<file path="src/hdl/rpu_pkg.sv">
package rpu_pkg;

	// Default width of the geometry registers and counters.
	localparam int DIM_BITS_DEF = 16;

	// Configuration port geometry.
	localparam int CFG_IDX_W  = 3;
	localparam int CFG_DATA_W = 16;

	// Pixel width on the output side.
	localparam int PIX_W = 16;

	// Register indexes.
	localparam logic [CFG_IDX_W-1:0] REG_START_OFFSET = 3'd0;
	localparam logic [CFG_IDX_W-1:0] REG_LINE_STRIDE  = 3'd1;
	localparam logic [CFG_IDX_W-1:0] REG_FRAME_WIDTH  = 3'd2;
	localparam logic [CFG_IDX_W-1:0] REG_FRAME_HEIGHT = 3'd3;
	localparam logic [CFG_IDX_W-1:0] REG_PACK_MODE    = 3'd4;

	// Packing modes.
	localparam logic MODE_RAW10 = 1'b0;
	localparam logic MODE_RAW12 = 1'b1;

	// Group lengths in bytes.
	localparam logic [2:0] GLEN_RAW10 = 3'd4;
	localparam logic [2:0] GLEN_RAW12 = 3'd3;

	// Index of the last pixel of a group.
	localparam logic [1:0] LAST_IDX_RAW10 = 2'd2;
	localparam logic [1:0] LAST_IDX_RAW12 = 2'd1;

	typedef struct packed {
		logic [7:0] data_byte;
		logic       frame_start;
	} in_word_t;

	typedef struct packed {
		logic [PIX_W-1:0] pixel_value;
		logic             run_last;
		logic             line_end;
		logic             frame_end;
	} out_word_t;

endpackage

</file>
<file path="src/hdl/packed_raw_pixel_unpacker.sv">
// Path: a byte accepted into the input register is decoded from there into the
// pixel buffer, from which its first pixel is offered on the output.
// Throughput: one input byte per cycle and one pixel per cycle; a completed group
// of three (RAW10) or two (RAW12) pixels drains from the buffer while later bytes
// of the next group are taken, so the input stalls only under output backpressure.
// Reset: configuration and frame counters to zero, no frame active, pixel buffer
// and input stage empty.
module packed_raw_pixel_unpacker import rpu_pkg::*; #(
	parameter int DIM_BITS = DIM_BITS_DEF
) (
	input  logic                  clk,
	input  logic                  arst_n,
	input  logic                  in_valid,
	output logic                  in_ready,
	input  in_word_t              in_data,
	output logic                  out_valid,
	input  logic                  out_ready,
	output out_word_t             out_data,
	input  logic                  cfg_we,
	input  logic [CFG_IDX_W-1:0]  cfg_index,
	input  logic [CFG_DATA_W-1:0] cfg_wdata
);

	// Configuration registers and their precomputed quotients.
	logic [DIM_BITS-1:0] start_offset_q;
	logic [DIM_BITS-1:0] line_stride_q;
	logic [DIM_BITS-1:0] frame_width_q;
	logic [DIM_BITS-1:0] frame_height_q;
	logic                pack_mode_q;
	logic [DIM_BITS-1:0] width_div3_q;
	logic [DIM_BITS-1:0] stride_div3_q;

	logic [DIM_BITS-1:0] cfg_dim;
	logic [DIM_BITS-1:0] cfg_dim_div3;

	// Input stage.
	logic       valid_s1;
	logic [7:0] byte_s1;
	logic       fs_s1;
	logic       adv;

	// Frame state.
	logic                frame_active_q;
	logic [DIM_BITS-1:0] offset_count_q;
	logic [DIM_BITS-1:0] line_byte_count_q;
	logic [DIM_BITS-1:0] line_count_q;
	logic [DIM_BITS-1:0] group_count_q;
	logic [1:0]          byte_in_group_q;
	logic [7:0]          group_bytes_q [3];

	// Decode signals.
	logic                act;
	logic [DIM_BITS-1:0] oc;
	logic [DIM_BITS-1:0] lbc;
	logic [DIM_BITS-1:0] lc;
	logic [DIM_BITS-1:0] gc;
	logic [1:0]          big;
	logic [DIM_BITS-1:0] lbc_inc;
	logic [DIM_BITS-1:0] lc_inc;
	logic [DIM_BITS-1:0] gc_inc;
	logic [DIM_BITS-1:0] pix_per_line;
	logic [DIM_BITS-1:0] fit;
	logic [DIM_BITS-1:0] per_line;
	logic [2:0]          glen;
	logic                emit;
	logic                store;
	logic                nxt_act;
	logic [DIM_BITS-1:0] nxt_oc;
	logic [DIM_BITS-1:0] nxt_lbc;
	logic [DIM_BITS-1:0] nxt_lc;
	logic [DIM_BITS-1:0] nxt_gc;
	logic [1:0]          nxt_big;
	logic                last_group;
	logic                last_line;
	logic [31:0]         w;
	logic [PIX_W-1:0]    pix [3];

	// Pixel buffer holding one decoded group.
	logic             grp_valid_q;
	logic [1:0]       grp_idx_q;
	logic [1:0]       grp_last_idx_q;
	logic             grp_line_end_q;
	logic             grp_frame_end_q;
	logic [PIX_W-1:0] grp_pix_q [3];
	logic             last_pix;
	logic             grp_free;

	// Divide the write data by three for the width and stride registers.
	assign cfg_dim = DIM_BITS'(cfg_wdata);

	rpu_div3 #(.W(DIM_BITS)) u_div3 (
		.x (cfg_dim),
		.q (cfg_dim_div3)
	);

	// Configuration writes.
	always_ff @(posedge clk or negedge arst_n) begin
		if (!arst_n) begin
			start_offset_q <= '0;
			line_stride_q  <= '0;
			frame_width_q  <= '0;
			frame_height_q <= '0;
			pack_mode_q    <= MODE_RAW10;
			width_div3_q   <= '0;
			stride_div3_q  <= '0;
		end else if (cfg_we) begin
			unique case (cfg_index)
				REG_START_OFFSET: start_offset_q <= cfg_dim;
				REG_LINE_STRIDE: begin
					line_stride_q <= cfg_dim;
					stride_div3_q <= cfg_dim_div3;
				end
				REG_FRAME_WIDTH: begin
					frame_width_q <= cfg_dim;
					width_div3_q  <= cfg_dim_div3;
				end
				REG_FRAME_HEIGHT: frame_height_q <= cfg_dim;
				REG_PACK_MODE: pack_mode_q <= cfg_wdata[0];
				default: ;
			endcase
		end
	end

	// Input register; it takes a new word whenever its content moves on.
	assign in_ready = !valid_s1 || adv;

	always_ff @(posedge clk or negedge arst_n) begin
		if (!arst_n) begin
			valid_s1 <= 1'b0;
		end else if (in_ready) begin
			valid_s1 <= in_valid;
		end
	end

	always_ff @(posedge clk) begin
		if (in_valid && in_ready) begin
			byte_s1 <= in_data.data_byte;
			fs_s1   <= in_data.frame_start;
		end
	end

	// Groups per line: the pixel limit or the stride limit, whichever is smaller.
	assign glen         = (pack_mode_q == MODE_RAW12) ? GLEN_RAW12 : GLEN_RAW10;
	assign pix_per_line = (pack_mode_q == MODE_RAW12) ? (frame_width_q >> 1) : width_div3_q;
	assign fit          = (pack_mode_q == MODE_RAW12) ? stride_div3_q : (line_stride_q >> 2);
	assign per_line     = (fit < pix_per_line) ? fit : pix_per_line;

	// A frame start clears the counters before this byte is counted.
	always_comb begin
		act = frame_active_q;
		oc  = offset_count_q;
		lbc = line_byte_count_q;
		lc  = line_count_q;
		gc  = group_count_q;
		big = byte_in_group_q;
		if (fs_s1) begin
			act = 1'b1;
			oc  = '0;
			lbc = '0;
			lc  = '0;
			gc  = '0;
			big = 2'd0;
		end
	end

	assign lbc_inc    = lbc + DIM_BITS'(1);
	assign lc_inc     = lc + DIM_BITS'(1);
	assign gc_inc     = gc + DIM_BITS'(1);
	assign last_group = (gc_inc == per_line);
	assign last_line  = (lc_inc == frame_height_q);

	// Byte decode: skip the offset, collect group bytes, step the line counters.
	always_comb begin
		nxt_act = act;
		nxt_oc  = oc;
		nxt_lbc = lbc;
		nxt_lc  = lc;
		nxt_gc  = gc;
		nxt_big = big;
		emit    = 1'b0;
		store   = 1'b0;
		if (act) begin
			if (oc < start_offset_q) begin
				nxt_oc = oc + DIM_BITS'(1);
			end else if (lc >= frame_height_q || line_stride_q == '0) begin
				nxt_act = 1'b0;
			end else begin
				if (gc < per_line) begin
					if (({1'b0, big} + 3'd1) >= glen) begin
						emit    = 1'b1;
						nxt_gc  = gc_inc;
						nxt_big = 2'd0;
					end else begin
						store   = 1'b1;
						nxt_big = big + 2'd1;
					end
				end
				if (lbc_inc >= line_stride_q) begin
					nxt_lbc = '0;
					nxt_gc  = '0;
					nxt_big = 2'd0;
					nxt_lc  = lc_inc;
					if (lc_inc >= frame_height_q) begin
						nxt_act = 1'b0;
					end
				end else begin
					nxt_lbc = lbc_inc;
				end
			end
		end
	end

	// Pixel extraction from the stored bytes and the arriving last byte.
	assign w = {byte_s1, group_bytes_q[2], group_bytes_q[1], group_bytes_q[0]};

	always_comb begin
		if (pack_mode_q == MODE_RAW12) begin
			pix[0] = {group_bytes_q[1][3:0], byte_s1[7:2], 6'd0};
			pix[1] = {group_bytes_q[0], group_bytes_q[1][7:6], 6'd0};
			pix[2] = '0;
		end else begin
			pix[0] = {w[9:0], 6'd0};
			pix[1] = {w[19:10], 6'd0};
			pix[2] = {w[29:20], 6'd0};
		end
	end

	// The stage advances unless a finished group finds the buffer still busy.
	assign last_pix = (grp_idx_q == grp_last_idx_q);
	assign grp_free = !grp_valid_q || (out_ready && last_pix);
	assign adv      = valid_s1 && (!emit || grp_free);

	// Frame state update.
	always_ff @(posedge clk or negedge arst_n) begin
		if (!arst_n) begin
			frame_active_q    <= 1'b0;
			offset_count_q    <= '0;
			line_byte_count_q <= '0;
			line_count_q      <= '0;
			group_count_q     <= '0;
			byte_in_group_q   <= 2'd0;
		end else if (adv) begin
			frame_active_q    <= nxt_act;
			offset_count_q    <= nxt_oc;
			line_byte_count_q <= nxt_lbc;
			line_count_q      <= nxt_lc;
			group_count_q     <= nxt_gc;
			byte_in_group_q   <= nxt_big;
		end
	end

	// Group byte storage; entries are always written before they are read.
	always_ff @(posedge clk) begin
		if (adv && store) begin
			group_bytes_q[big] <= byte_s1;
		end
	end

	// Pixel buffer control.
	always_ff @(posedge clk or negedge arst_n) begin
		if (!arst_n) begin
			grp_valid_q <= 1'b0;
			grp_idx_q   <= 2'd0;
		end else if (adv && emit) begin
			grp_valid_q <= 1'b1;
			grp_idx_q   <= 2'd0;
		end else if (out_valid && out_ready) begin
			if (last_pix) begin
				grp_valid_q <= 1'b0;
			end else begin
				grp_idx_q <= grp_idx_q + 2'd1;
			end
		end
	end

	// Pixel buffer payload.
	always_ff @(posedge clk) begin
		if (adv && emit) begin
			grp_pix_q[0]    <= pix[0];
			grp_pix_q[1]    <= pix[1];
			grp_pix_q[2]    <= pix[2];
			grp_last_idx_q  <= (pack_mode_q == MODE_RAW12) ? LAST_IDX_RAW12 : LAST_IDX_RAW10;
			grp_line_end_q  <= last_group;
			grp_frame_end_q <= last_group && last_line;
		end
	end

	// Output word; the flags belong to the group's last pixel only.
	assign out_valid = grp_valid_q;

	always_comb begin
		case (grp_idx_q)
			2'd0:    out_data.pixel_value = grp_pix_q[0];
			2'd1:    out_data.pixel_value = grp_pix_q[1];
			default: out_data.pixel_value = grp_pix_q[2];
		endcase
		out_data.run_last  = last_pix;
		out_data.line_end  = last_pix && grp_line_end_q;
		out_data.frame_end = last_pix && grp_frame_end_q;
	end

	// A buffered group has two or three pixels and its read pointer stays inside.
	assert property (@(posedge clk) disable iff (!arst_n)
		grp_valid_q |-> ((grp_last_idx_q == LAST_IDX_RAW10 || grp_last_idx_q == LAST_IDX_RAW12)
			&& grp_idx_q <= grp_last_idx_q))
		else $error("pixel buffer pointer out of range");

	// A frame end always closes a line and a group's run.
	assert property (@(posedge clk) disable iff (!arst_n)
		(out_valid && out_data.frame_end) |-> (out_data.line_end && out_data.run_last))
		else $error("frame end without line end");

	// Every pixel is left aligned with zero low bits.
	assert property (@(posedge clk) disable iff (!arst_n)
		out_valid |-> (out_data.pixel_value[5:0] == 6'd0))
		else $error("pixel low bits not zero");

	// A byte held back by a busy buffer stays in the input register.
	assert property (@(posedge clk) disable iff (!arst_n)
		(valid_s1 && !adv) |=> (valid_s1 && $stable(byte_s1) && $stable(fs_s1)))
		else $error("stalled input byte lost");

endmodule

</file>
<file path="src/hdl/rpu_div3.sv">
module rpu_div3 import rpu_pkg::*; #(
	parameter int W = DIM_BITS_DEF
) (
	input  logic [W-1:0] x,
	output logic [W-1:0] q
);

	// Reciprocal of three rounded up, scaled by 2^(W+1). With this rounding the
	// truncated product is the exact quotient for every W-bit dividend.
	localparam longint unsigned MAGIC = ((64'd1 << (W + 1)) + 64'd2) / 64'd3;
	localparam logic [W-1:0] RECIP = W'(MAGIC);

	logic [2*W-1:0] prod;

	// One multiplication, then keep the bits above the scale point.
	assign prod = {{W{1'b0}}, x} * {{W{1'b0}}, RECIP};
	assign q = {1'b0, prod[2*W-1:W+1]};

endmodule

</file>
<file path="config.mk">
export PLATFORM = sky130hd
export DESIGN_NAME = packed_raw_pixel_unpacker
export DESIGN_NICKNAME = d
export VERILOG_FILES = /design/src/hdl/rpu_pkg.sv /design/src/hdl/packed_raw_pixel_unpacker.sv /design/src/hdl/rpu_div3.sv
export SDC_FILE = /design/constraint.sdc
export NUM_CORES = 1
export LEC_CHECK = 0
export BUFFER_PORTS_ARGS = -buffer_cell sky130_fd_sc_hd__buf_2
export CORE_MARGIN = 1.5
export CORE_UTILIZATION = 35
export CTS_BUF_LIST = sky130_fd_sc_hd__clkbuf_16
export DETAILED_ROUTE_END_ITERATION = 6
export GPL_TIMING_DRIVEN = 1
export PLACE_DENSITY = 0.62
export SLEW_MARGIN = 20
export SYNTH_ARGS = -nofsm -noshare
export SYNTH_HDL_FRONTEND = slang
export SYNTH_SLANG_ARGS = --single-unit
</file>
<file path="constraint.sdc">
create_clock -name clk -period 6.8 [get_ports clk]
set_input_delay 1.02 -clock clk [delete_from_list [all_inputs] [get_ports clk]]
set_output_delay 1.02 -clock clk [all_outputs]
set_load 0.01 [all_outputs]
</file>
## Word-level counts from Yosys, hierarchy flattened

Memory sizes are Yosys's and may differ from the RTL's.
Index checks and enable logic that the tools add are counted.

- Equal/unequal tests: 9
- $mul: 1
- Muxes and demuxes: 60
- Add/sub/neg operators: 7
- Reduce and logical (&&, ||, !) cells: 28
- Magnitude comparators: 7

Operators with widths:

| operator | count |
|---|---|
| two-way mux 16 bit | 20 |
| adder 16 x 1 -> 16 bit (second input constant) | 4 |
| greater-or-equal comparator 16 bit | 3 |
| two-way mux 48 bit | 1 |
| two-way mux 15 bit | 3 |
| multiplier 16 x 16 -> 32 bit (second input constant) | 1 |
| case mux 16 bit (2 select lines) | 1 |
| two-way mux 1 bit | 23 |
| two-way mux 2 bit | 11 |
| equality test 16 x 15 -> 1 bit | 1 |
| equality test 16 bit | 1 |
| logical NOT 16 bit | 1 |
| < comparator 16 x 15 -> 1 bit | 1 |
| < comparator 16 bit | 1 |
| < comparator 15 bit | 1 |
| AND reduction 2 bit | 7 |
| logical AND 1 bit | 9 |
| equality test 3 x 2 -> 1 bit (second input constant) | 2 |
| adder 2 x 1 -> 2 bit (second input constant) | 2 |
| logical OR 1 bit | 4 |
| nonzero test 2 bit | 2 |
| adder 2 x 1 -> 3 bit (second input constant) | 1 |
| equality test 3 x 1 -> 1 bit (second input constant) | 1 |
| equality test 3 bit (second input constant) | 1 |
| 8 further kinds | 10 |

- Input port bits: 33
- Word-level logic and storage cells: 135
- Output and inout bits: 21
- Memories: 2
- Flip-flop bits (word level): 179
- Bits in writable memories: 72

Memories:

| memory | words | bits a word | rd ports | clocked after memory_dff | wr ports | RTL line | source |
|---|---|---|---|---|---|---|---|
| grp_pix_q | 3 | 16 | 3 | 0 | 3 | packed_raw_pixel_unpacker.sv:84 | `logic [PIX_W-1:0] grp_pix_q [3];` |
| group_bytes_q | 3 | 8 | 3 | 0 | 1 | packed_raw_pixel_unpacker.sv:49 | `logic [7:0] group_bytes_q [3];` |

## Longest topological paths before layout

- Word-level depth: 14
- Gate-level depth with buffers: 28
- Depth with buffers taken out: 21

## Modules after synthesis

Synthesis repeated with hierarchy kept, for this count alone.

- Cell total of the unflattened synthesis: 1960
- Area, all modules: 19139.6 um^2

By module, submodules not included:

| module | area each (um^2) | cells an instance | times used |
|---|---|---|---|
| packed_raw_pixel_unpacker | 14167.3 | 1398 | 1 |
| rpu_div3 | 4972.3 | 562 | 1 |

## Worst setup path after synthesis

No wires, ideal clock.

- Kind: flip-flop to flip-flop
- Start point: register pack_mode_q
- End point: register group_count_q[5]
- Clock period less this slack: 6.646 ns
- Arrival: 6.564 ns
- Setup slack: 0.154 ns
- Path buffers: 7
- Setup time: 0.082 ns
- Cell stages (with the launch flop): 27
- Required time: 6.718 ns
- Cell sequence: dfrtp_1 > buf_4 > clkbuf_1 > clkbuf_1 > buf_1 > mux2i_1 > ha_1 > nand2b_1 > o22ai_1 > o31a_1 > a2111oi_2 > o21ai_1 > buf_4 > buf_1 > nand2_1 > o21ai_0 > ha_1 > a21oi_1 > o21ai_0 > a2111oi_0 > a21oi_1 > nor3_1 > and4_1 > and2b_1 > buf_2 > a21oi_1 > a31oi_1

- Word-level cells in the longest chain between the ends: 11
- Elaborated cells on any way between the ends: 21
- Classes of those cells: order compare: 3; mux: 15; reduce/logical: 3

RTL lines:

| element | RTL line | source |
|---|---|---|
| start: declaration | packed_raw_pixel_unpacker.sv:29 | `logic pack_mode_q;` |
| start signal: assignment | packed_raw_pixel_unpacker.sv:118 | `REG_PACK_MODE: pack_mode_q <= cfg_wdata[0];` |
| two-way mux 15 bit (on tied branches) | packed_raw_pixel_unpacker.sv:145, packed_raw_pixel_unpacker.sv:144 |  |
| < comparator 15 bit | packed_raw_pixel_unpacker.sv:146 | `assign per_line = (fit < pix_per_line) ? fit : pix_per_line;` |
| two-way mux 15 bit | packed_raw_pixel_unpacker.sv:146 |  |
| < comparator 16 x 15 -> 1 bit | packed_raw_pixel_unpacker.sv:188 | `if (gc < per_line) begin` |
| two-way mux 1 bit | packed_raw_pixel_unpacker.sv:188 |  |
| two-way mux 1 bit | packed_raw_pixel_unpacker.sv:185 | `end else if (lc >= frame_height_q \|\| line_stride_q == '0) begin` |
| two-way mux 1 bit | packed_raw_pixel_unpacker.sv:183 | `if (oc < start_offset_q) begin` |
| two-way mux 1 bit | packed_raw_pixel_unpacker.sv:182 | `if (act) begin` |
| logical NOT 1 bit | packed_raw_pixel_unpacker.sv:231 | `assign adv = valid_s1 && (!emit \|\| grp_free);` |
| logical OR 1 bit | packed_raw_pixel_unpacker.sv:231 |  |
| logical AND 1 bit | packed_raw_pixel_unpacker.sv:231 |  |
| end signal: assignment | packed_raw_pixel_unpacker.sv:247 | `group_count_q <= nxt_gc;` |
| end: declaration | packed_raw_pixel_unpacker.sv:47 | `logic [DIM_BITS-1:0] group_count_q;` |

Parallel ways exist; a longest one is shown, timed or not.
A chain may end at the register's enable or synchronous reset.

## Worst setup path after layout

- Start point: register pack_mode_q
- End point: output in_ready

- Word-level cells in the longest chain between the ends: 12
- Elaborated cells on any way between the ends: 16
- Classes of those cells: order compare: 3; mux: 9; reduce/logical: 4

RTL lines:

| element | RTL line | source |
|---|---|---|
| two-way mux 15 bit (on tied branches) | packed_raw_pixel_unpacker.sv:145, packed_raw_pixel_unpacker.sv:144 |  |
| < comparator 15 bit | packed_raw_pixel_unpacker.sv:146 |  |
| two-way mux 15 bit | packed_raw_pixel_unpacker.sv:146 |  |
| < comparator 16 x 15 -> 1 bit | packed_raw_pixel_unpacker.sv:188 |  |
| two-way mux 1 bit (*) | packed_raw_pixel_unpacker.sv:188 |  |
| two-way mux 1 bit (*) | packed_raw_pixel_unpacker.sv:185 |  |
| two-way mux 1 bit (*) | packed_raw_pixel_unpacker.sv:183 |  |
| two-way mux 1 bit (*) | packed_raw_pixel_unpacker.sv:182 |  |
| logical NOT 1 bit (*) | packed_raw_pixel_unpacker.sv:231 |  |
| logical OR 1 bit (*) | packed_raw_pixel_unpacker.sv:231 |  |
| logical AND 1 bit (*) | packed_raw_pixel_unpacker.sv:231 |  |
| logical OR 1 bit (*) | packed_raw_pixel_unpacker.sv:125 | `assign in_ready = !valid_s1 \|\| adv;` |
| end: declaration | packed_raw_pixel_unpacker.sv:14 | `output logic in_ready,` |

Mark *: on every way between the ends. The rest lies on a longest branch, timed or not.

==> results.tsv <==
metric	value	unit
status	finished clean	
max_freq	155	MHz
port-buffer-count	47	
antenna_violating_nets_post_route	0	
dominant_cells_by_area_after_synthesis	sky130_fd_sc_hd__dfrtp_1 23%, sky130_fd_sc_hd__ha_1 16%, sky130_fd_sc_hd__edfxtp_1 11%, sky130_fd_sc_hd__fa_1 9.1%, sky130_fd_sc_hd__inv_1 4.9%	
top_signal_layer_used	met4	
grt_first_pass_wirelength	74.8	mm
synth.top_cells.by_count	235 x sky130_fd_sc_hd__inv_1, 231 x sky130_fd_sc_hd__ha_1, 204 x sky130_fd_sc_hd__nand2_1	
sequential_cell_area	6140	µm²
synth_enable_flop_cells	67	
io-pin-count	54	
power_report.internal_total	4.06	mW
met3_length	2.11	mm
critPathKind	register to primary output	
critPathCapture	in_ready	
synthesis.area_per_instance	9.72	µm²
yosys_warnings	0	
worst-path-max-fanout	39	
floorplan.die.width	231	µm
grt_remaining_overflow	0	
pre_cts_ws	-0.0736	ns
slowest_stage	sky130_fd_sc_hd__mux2i_1	
totalPowerFinal	7.06	mW
max_slew.worst_pin.slew	1.03	ns
cts.sinks	232	
share_seq_of_total_power	25.6	%
timing.reg2reg.worst_path_depth	21	
num_rows	83	
cp_top_family	compound AO/OA/AOI/OAI gates	
synth_cell_type_count	83	
peakVddDrop	231	µV
final_min_period_over_clock_period	94.7	%
power.switching	3.00	mW
drt-wirelength-per-cell	18.0	µm
place_congestion	0.894	
n_fill_cell	5013	
finClkSkew	0.0166	ns
m1WireLength	21.6	mm
netlist_area	18100	µm²
worstSetupEndpointType	primary output	
final-setup-viol-count	0	
synthFlopType	sky130_fd_sc_hd__dfrtp_1	
setup.reg_to_reg.worst_slack	1.02	ns
power_frac_comb	54.4	%
synth_cells	1865	
max_cap_violations	0	
postRouteWirelength	47.3	mm
fp.dieH	231	µm
clk_root_buffer_cell	sky130_fd_sc_hd__clkbuf_16	
cts.reportedPaths.clkPinSlew	0.06	ns
dr_total_vias	13600	
cts_tree	built	
data_arrival_critical_path	5.42	ns
grt_antenna_before_repair	0	
post-synth-top-area-cell	sky130_fd_sc_hd__dfrtp_1	
critical_path.n_buffers_inverters	4	
ffs_latches_synth	232	
worst_max_slew_margin_expressed_relative_to_the_limit	31.1	%
critical_path.max_stage_delay	0.46	ns
detail_route.iter0.violations	963	
timing.final.max_slew_violations	0	
final_period_minus_worst_setup_slack	6.44	ns
grt_start_max_net_pins	105	
core_region_area	51200	µm²
timing.rr.end	group_count_q[8]	
clk-insertion-delay-late	0.56	ns
placed_wire_length_estimate	36.3	mm
switching_share	42.4	%
synth_most_common_cell	sky130_fd_sc_hd__inv_1	
timing.critical_path.from_type	register	
n_antenna_cell	0	
fp.dieArea	53100	µm²
cellPowerDensity	350	nW/µm²
cts_max_path_buffers	3	
min_path_type	register to register	
rr_startpoint	pack_mode_q	
cp_data_required_time	5.78	ns
synth_largest_type_area_fraction	22.8	%
cellLeakagePower	9.66	nW
multi_input_comb_area	10900	µm²
worst_slack	0.358	ns
routed-wl-met2	22.5	mm
initial_utilization	35.4	%
htreeDepth	1	
vias_in_the_first_global_route	13700	
grt_util_all_layers	17.7	%
post_route_cells_drive_above_1_share	10.4	%
grt_setup_unrepaired	no	
nets	2269	
timing.critical_path.depth	18	
power.share.clock	20.1	%
post_synth_arst_share	71.1	%
sequential_to_total_area_share_from_yosys_stat	33.9	%
number_of_buffers_added_by_the_clock_tree_synthesis_step	28	
worst_path_cell_chain	buf_12, mux2i_1, ha_1, a21oi_1, o21ai_0, a2111oi_4, o21ai_4, buf_4, mux2i_1, inv_1, ha_1, a21o_1, a211o_1, or3b_1, nor4_4, nand2_1, or2_2, buf_2	
worstSetupStartpoint	pack_mode_q	
drt_pass1_iterations	5	
syn2layout_area_growth	11.3	%
report.final.hold_viol_count	0	
detail_route.drc_violations	0	
route.detailed.vias_per_inst	5.18	
timing repair:
item	4_1_cts	5_1_grt
endpoints found under the setup margin	1	1
gates resized for setup	1	6
hold buffers	0	0
setup buffers	0	4
pin swaps	0	3
routing by layer:
| metal | global-route usage (%) | vias to the layer above |
|---|---|---|
| li1 | - | 6569 |
| met2 | 29.9 | 337 |
| met3 | 1.90 | 67 |
| met5 | 0 | - |
| met4 | 4.72 | 0 |
| met1 | 24.2 | 6618 |
layout by cell type, fill, tap and decap left out, drive strengths merged, types with 10 or more instances in the layout:
master / instances
fa: 82
nor2: 67
a21o: 21
nand2: 204
and2: 11
a21boi: 11
ha: 231
xnor2: 37
buf: 86
mux2i: 32
nor3: 18
inv: 246
a22o: 19
nand3: 41
edfxtp: 67
nand2b: 14
xor2: 30
a221o: 10
dfrtp: 165
a31oi: 13
clkbuf: 30
a21oi: 70
nand4: 21
and3: 24
o211ai: 10
o21ai: 143
mux2: 41
nor2b: 61
nor4: 23
a22oi: 10
registers in the layout, summed over array words and instances (netlist names), 2 cells and up:
register and count:
byte_in_group_q 2, byte_s1 8, frame_height_q 16, frame_width_q 15
group_bytes_q 24, group_count_q 16, grp_idx_q 2, grp_last_idx_q 2
grp_pix_q 30, line_byte_count_q 16, line_count_q 16, line_stride_q 16
offset_count_q 16, start_offset_q 16, stride_div3_q 15, width_div3_q 15
power groups by stage:
stage | logic [mW] | registers (mW) | clock network, mW
final | 3.84 | 1.81 | 1.42
after global routing | 4.32 | 1.83 | 1.51
after detailed placement | 3.75 | 1.83 | 0
after global placement | 3.65 | 1.82 | 0
after floorplan | 2.74 | 1.77 | 0
after CTS | 3.80 | 1.80 | 1.45
worst min path at each step:
stage / start / to / slack [ns] / cells after the start
final: frame_height_q[10] / frame_height_q[10] / 0.48 / 2
after global placement: stride_div3_q[7] / stride_div3_q[7] / 0.46 / 2
after global routing: width_div3_q[9] / width_div3_q[9] / 0.50 / 2
after floorplan: width_div3_q[10] / width_div3_q[10] / 0.45 / 2
after detailed placement: width_div3_q[9] / width_div3_q[9] / 0.47 / 2
after CTS: width_div3_q[9] / width_div3_q[9] / 0.48 / 2
logic make-up after synthesis:
| group | share of synthesized area (%) |
|---|---|
| compound gates | 12.8 |
| xor+xnor | 3.32 |
| fa+ha+maj | 25.0 |
| buf+inv | 6.48 |
| flops | 33.9 |
| mux | 4.46 |
| other cells | 0.0207 |
| simple gates | 14.1 |
final cells by class:
type / count / area share (%)
multi-input combinational: 1338 / 53.9
clock buffer: 29 / 3.60
inverter: 236 / 4.39
tap: 680 / 4.22
clock inverter: 22 / 0.645
timing repair buffer: 87 / 2.81
sequential: 232 / 30.5
metrics by stage:
step	cell area [µm²]	std cells	utilization (%)	hold slack [ns]	TNS (ns)
6_report	20200	2624	39.4	0.478	0
4_1_cts	20100	2619	39.3	0.483	0
5_1_grt	20200	2624	39.4	0.495	0
2_1_floorplan	18100	1870	-	0.449	0
3_5_place_dp	19200	2568	37.6	0.469	-0.183
3_3_place_gp	19200	2568	37.6	0.463	0
worst reg2reg max path, cell delays in order (launching register included):
cell and delay [ns]:
sky130_fd_sc_hd__dfrtp_2 0.39, sky130_fd_sc_hd__buf_12 0.22, sky130_fd_sc_hd__mux2i_1 0.47, sky130_fd_sc_hd__ha_1 0.34, sky130_fd_sc_hd__a21oi_1 0.13, sky130_fd_sc_hd__o21ai_0 0.14
sky130_fd_sc_hd__a2111oi_4 0.45, sky130_fd_sc_hd__o21ai_4 0.12, sky130_fd_sc_hd__buf_4 0.20, sky130_fd_sc_hd__o21ai_0 0.22, sky130_fd_sc_hd__ha_1 0.29, sky130_fd_sc_hd__a21oi_1 0.13
sky130_fd_sc_hd__o21ai_0 0.17, sky130_fd_sc_hd__a2111oi_2 0.43, sky130_fd_sc_hd__a21oi_2 0.18, sky130_fd_sc_hd__buf_4 0.18, sky130_fd_sc_hd__nor3_1 0.49, sky130_fd_sc_hd__and4_1 0.30
sky130_fd_sc_hd__and2b_1 0.36, sky130_fd_sc_hd__buf_4 0.23, sky130_fd_sc_hd__a31oi_1 0.10, sky130_fd_sc_hd__o32ai_1 0.15
No activity file was read; power rests on OpenSTA's default activity.
